--- src/rtl/core/aapd_pkg.sv ---
// Shared constants, a type and a helper function of the area-average downscaler.
`timescale 1ns / 1ps

package aapd_pkg;

    localparam int MAX_THUMB_WIDTH_DEF = 64;

    localparam logic [15:0] SRC_WIDTH_RST   = 16'd320;
    localparam logic [15:0] SRC_HEIGHT_RST  = 16'd240;
    localparam logic [6:0]  THUMB_WIDTH_RST = 7'd64;
    localparam logic [15:0] THUMB_HEIGHT_RST = 16'd48;

    localparam logic [1:0] CFG_SRC_WIDTH    = 2'd0;
    localparam logic [1:0] CFG_SRC_HEIGHT   = 2'd1;
    localparam logic [1:0] CFG_THUMB_WIDTH  = 2'd2;
    localparam logic [1:0] CFG_THUMB_HEIGHT = 2'd3;

    // One source pixel spans this many units in 16.16 coordinates.
    localparam logic [32:0] UNIT_SPAN = 33'h1_0000;

    typedef struct packed {
        logic busy;
        logic done;
    } div_stat_t;

    // Length of the overlap of [a0, a1) with the unit span that begins at start.
    function automatic logic [16:0] overlap(input logic [31:0] a0, input logic [31:0] a1,
                                            input logic [31:0] start);
        logic [32:0] lo;
        logic [32:0] hi;
        logic [32:0] span_end;
        span_end = {1'b0, start} + UNIT_SPAN;
        lo = (a0 > start) ? {1'b0, a0} : {1'b0, start};
        hi = ({1'b0, a1} < span_end) ? {1'b0, a1} : span_end;
        return (hi > lo) ? 17'(hi - lo) : 17'd0;
    endfunction

endpackage

--- src/rtl/core/aapd_div.sv ---
// Radix-2 restoring divider, one quotient bit per cycle.
`timescale 1ns / 1ps

module aapd_div #(
    parameter int W = 64
) (
    input  logic                aclk,
    input  logic                aresetn,
    input  logic                start,
    input  logic [W-1:0]        dividend,
    input  logic [W-1:0]        divisor,
    output logic [W-1:0]        quotient,
    output aapd_pkg::div_stat_t status
);
    import aapd_pkg::*;

    localparam int CW = $clog2(W + 1);

    logic [W-1:0]  rem_reg;
    logic [W-1:0]  quot_reg;
    logic [W-1:0]  dvs_reg;
    logic [CW-1:0] cnt_reg;
    logic          busy_reg;
    logic          done_reg;

    logic [W:0]    shifted;
    logic          ge;
    logic [W:0]    diff;

    assign shifted = {rem_reg, quot_reg[W-1]};
    assign ge      = shifted >= {1'b0, dvs_reg};
    assign diff    = shifted - {1'b0, dvs_reg};

    always_ff @(posedge aclk) begin
        if (!aresetn) begin
            busy_reg <= 1'b0;
            done_reg <= 1'b0;
            cnt_reg  <= '0;
        end else if (start) begin
            busy_reg <= 1'b1;
            done_reg <= 1'b0;
            cnt_reg  <= CW'(W);
        end else if (busy_reg) begin
            cnt_reg <= cnt_reg - CW'(1);
            if (cnt_reg == CW'(1)) begin
                busy_reg <= 1'b0;
                done_reg <= 1'b1;
            end
        end
    end

    always_ff @(posedge aclk) begin
        if (start) begin
            rem_reg  <= '0;
            quot_reg <= dividend;
            dvs_reg  <= divisor;
        end else if (busy_reg) begin
            rem_reg  <= ge ? diff[W-1:0] : shifted[W-1:0];
            quot_reg <= {quot_reg[W-2:0], ge};
        end
    end

    assign quotient    = quot_reg;
    assign status.busy = busy_reg;
    assign status.done = done_reg;

endmodule

--- config.mk ---
export PLATFORM = sky130hd
export DESIGN_NAME = aapd_div
export DESIGN_NICKNAME = d
export VERILOG_FILES = /design/src/rtl/core/aapd_pkg.sv /design/src/rtl/core/aapd_div.sv
export SDC_FILE = /design/constraint.sdc
export NUM_CORES = 1
export LEC_CHECK = 0
export BUFFER_PORTS_ARGS = -buffer_cell sky130_fd_sc_hd__buf_2
export CORE_MARGIN = 2
export CORE_UTILIZATION = 45
export CTS_CLUSTER_DIAMETER = 100
export DETAILED_ROUTE_END_ITERATION = 7
export GPL_TIMING_DRIVEN = 0
export PLACE_DENSITY = 0.64
export SETUP_SLACK_MARGIN = 0.02
export SYNTH_ARGS = -nofsm -noshare
export SYNTH_HDL_FRONTEND = slang
export SYNTH_SLANG_ARGS = --single-unit
--- constraint.sdc ---
create_clock -name aclk -period 4.7 [get_ports aclk]
set_input_delay 0.47 -clock aclk [delete_from_list [all_inputs] [get_ports aclk]]
set_output_delay 0.47 -clock aclk [all_outputs]
set_load 0.03 [all_outputs]
==> metrics.md <==
| Metric | Value |
|---|---|
| Setup TNS | 0 ns |
| Power Dens Cells | ~380 nW/um^2 |
| Worst Slack Setup Final | 0.374 ns |
| Metal1 wirelength | 15,600 um |
| Cts repair resizes | 0 |
| Syn Nets | between 1,000 and 1,500 |
| Fin crit share | between 90% and 100% |
| Status | completed |
| Post-Synth XOR/XNOR Area | ~3.8% |
| Post-DRT Antenna Nets | 0 |
| First-pass GRT wire length | 55,100 um |
| Max clock buf depth | 3 |
| Comb pwr share | a little under a quarter |
| Postcts setup bufs | 0 |
| CP required | ~5.1 ns |
| Max-Cap Viols | 0 |
| Crit-path cells | inv_1 > ha_1 > clkbuf_1 > nand4_1 > nor4_1 > nand3_1 > nor3_1 > or3b_1 > o21a_1 > buf_2 > buf_2 > nand4_1 > a211oi_1 |
| Synth-to-layout area growth | 18.9% |
| Post-synth EDFFs | between 100 and 150 |
| Die Y-Extent | ~170 um |
| Clk root buf | clkbuf_16 |
| IO Port Bufs | roughly 200 |
| Final WL | ~35,000 um |
| Tot Pwr | 5.35 mW |
| Leading area contributor after synthesis | edfxtp_1 |
| Violation count after the first detailed-route iteration | about 800 |
| Slew Limit Headroom | between 30% and 40% |
| CP Class | reg -> reg |
| Count leader, synth | nand2_1 |
| Sink Count | 201 |
| Cell-internal power | between 3 and 4 mW |
| Yosys cell types | 69 |
| Std-Cell Rows | 59 |
| Fin. max-slew vios | 0 |
| Setup crit start kind | flip-flop |
| Clk pwr share | a little over a third |
| Post-synthesis sequential area ratio | around 45% |
| Yosys reg bits | roughly 200 |
| Vias per cell | 5.71 |
| FMAX | between 200 and 250 MHz |
| Setup violations, final | 0 |
| Max Fanout on Critical Path | 10 |
| Placed inst area | 13,300 sq um |
| Hold Fails Final Rpt | 0 |
| Worst Hold Class | in -> reg |
| Core area | 26,100 sq um |
| Highest metal used | met4 |
| Layout cells sized above 1 | 22.1% |
| # diodes | 0 |
| Cells after synthesis | 1,247 |
| Vias in the first global route | between 10,000 and 15,000 |
| Initial antenna violation count | 0 |
| Async set-reset flop share out of synthesis | 0% |
| Hold slack | 0.0992 ns |
| Largest net degree at the start of global routing | 67 |
| Least-Margin Pin Slew | roughly 1.0 ns |
| Die area | 27,800 sq um |
| CP max-delay cell | nor4_1 |
| Layout Cells excl Fill | 1,823 |
| Maximum VDD drop | roughly 0.33 mV |
| Placed Cells | 1,779 |
| GRT Util Overall | between 20% and 30% |
| Avg Cell Area, Syn | 9.55 sq um |
| Metal2 WL | around 16,000 um |
| Compound-gate portion of the synthesized area | 18.3% |
| Fin nets | 1,668 |
| IO Count | around 200 |
| DPL Wire Length | 25,700 um |
| Pre-CTS setup slack | 0.516 ns |
| CP Buf/Inv Count | 4 |
| Multiplexer share of the synthesized area | about 7.3% |
| Cts bufs inserted | 24 |
| Clock latency at the later pin of the worst-skew pair | between 0.5 and 0.6 ns |
| Final Skew | about 0.015 ns |
| Sw Ratio | about 31% |
| Post-synth top cells | nand2_1 (132), edfxtp_1 (128), a21oi_1 (111), nor2_1 (98), inv_1 (89) |
| FILL cells | roughly 2,400 |
| Final instance area | between 10,000 and 15,000 sq um |
| Synth Area in Adders | between 7 and 8% |
| Top cells by area, synth | edfxtp_1 (32%), dfxtp_1 (12%), ha_1 (6.9%) |
| Metal3 WL | approximately 2800 um |
| Family with the most delay on the worst path | simple AND/OR/NAND/NOR gates |
| CP arrival | 4.77 ns |
| Initial Util | between 40% and 50% |
| Slowest stage delay, CP | around 0.76 ns |
| Ys flop type | edfxtp_1 |
| H-tree lvl count | 1 |
| Switching power | 1.66 mW |
| Share of the synthesized area in the top cell type | 32.3% |
| Critical path endpoint category | flip-flop |
| Largest family of logic cells by synthesized area | compound AO/OA/AOI/OAI gates |
| Cell Area, Synth | 11,900 sq um |
| Drt wl/cell | between 15 and 20 um |
| Seq pwr share | roughly two fifths |
| Clock transition at path regs | 0.07 ns |
| Number of remaining DRC errors | 0 |
| YS warnings | 0 |
| CTS Hold Bufs | 0 |
| Die width | 167 um |
| Total congestion overflow | 0 |
| CTS tree | done |
| RSZ-0062 raised after global routing | false |
| Routability cong. | ~0.96 |
| Simple-gate share of the synthesized area | ~14% |
| Final core occ | 54.3% |
| Via Count | approximately 10,000 |
| Leakage power | 6.03 nW |
| Tmin final | roughly 4.3 ns |
| Pre-antenna DRT Iters | 7 |
[cells by family after synthesis]
| group | count (synthesis) |
|---|---|
| mux | 78 |
| xor+xnor | 52 |
| compound gates | 338 |
| flops | 201 |
| buf+inv | 150 |
| fa+ha+maj | 67 |
| simple gates | 361 |
[metal layers]
metal / track usage, % / up-vias
met2: 39.7 / 410
met1: 34.0 / 4953
met3: 5.11 / 65
li1: - / 4981
met4: 7.20 / 0
met5: 0 / -
[final timing paths]
check | start | endpoint | slack, ns | depth (start not counted)
worst max-delay path | dvs_reg[20]$_DFFE_PP_ | rem_reg[44]$_SDFFE_PP0P_ | 0.37 | 13
worst min-delay path | divisor[52] | dvs_reg[52]$_DFFE_PP_ | 0.1 | 1
worst max register to register | dvs_reg[20]$_DFFE_PP_ | rem_reg[44]$_SDFFE_PP0P_ | 0.37 | 13
worst min register to register | done_reg$_SDFFE_PP0P_ | done_reg$_SDFFE_PP0P_ | 0.45 | 2
[power by group through the flow]
stage	sequential [mW]	clock, mW	combinational [mW]
after floorplan	2.27	0	0.764
after global placement	2.17	0	1.23
after detailed placement	2.17	0	1.25
after CTS	2.14	1.99	1.26
after global routing	2.16	2.04	1.39
final	2.14	1.94	1.27
[cells in the final DEF (no fill, tap or decap), drive strengths merged, types with 8 or more instances in the layout]
cell type / count
and3: 16
nand3: 23
o21bai: 12
clkinv: 12
xor2: 21
clkbuf: 71
nor2b: 8
a311oi: 24
nand2b: 13
o21ai: 71
ha: 66
a22o: 9
inv: 89
nor3: 21
xnor2: 31
and2: 9
nor2: 98
a21o: 27
a211oi: 24
nand2: 132
nand4: 17
edfxtp: 128
dfxtp: 73
mux2: 70
mux2i: 8
buf: 214
a21oi: 111
[worst reg2reg max path: stages, from the launching register on]
cell and delay [ns]:
edfxtp_1 0.32, inv_1 0.05, ha_1 0.26, clkbuf_1 0.32, nand4_1 0.20, nor4_1 0.76
nand3_1 0.21, nor3_1 0.30, or3b_1 0.20, o21a_1 0.46, buf_2 0.36, buf_2 0.40
nand4_1 0.16, a211oi_1 0.25
[area by class of cell]
type | instances | area [sq um] | share of cell area (%)
multi-input cells | 896 | 6000 | 42.4
flip-flops and latches | 201 | 5310 | 37.5
repair buffers | 197 | 1000 | 7.09
clock buffers | 27 | 622 | 4.39
well taps | 335 | 419 | 2.96
inverters | 89 | 334 | 2.36
plain buffers | 61 | 267 | 1.88
clock inverters | 17 | 204 | 1.44
No activity file was read; power rests on OpenSTA's default activity.
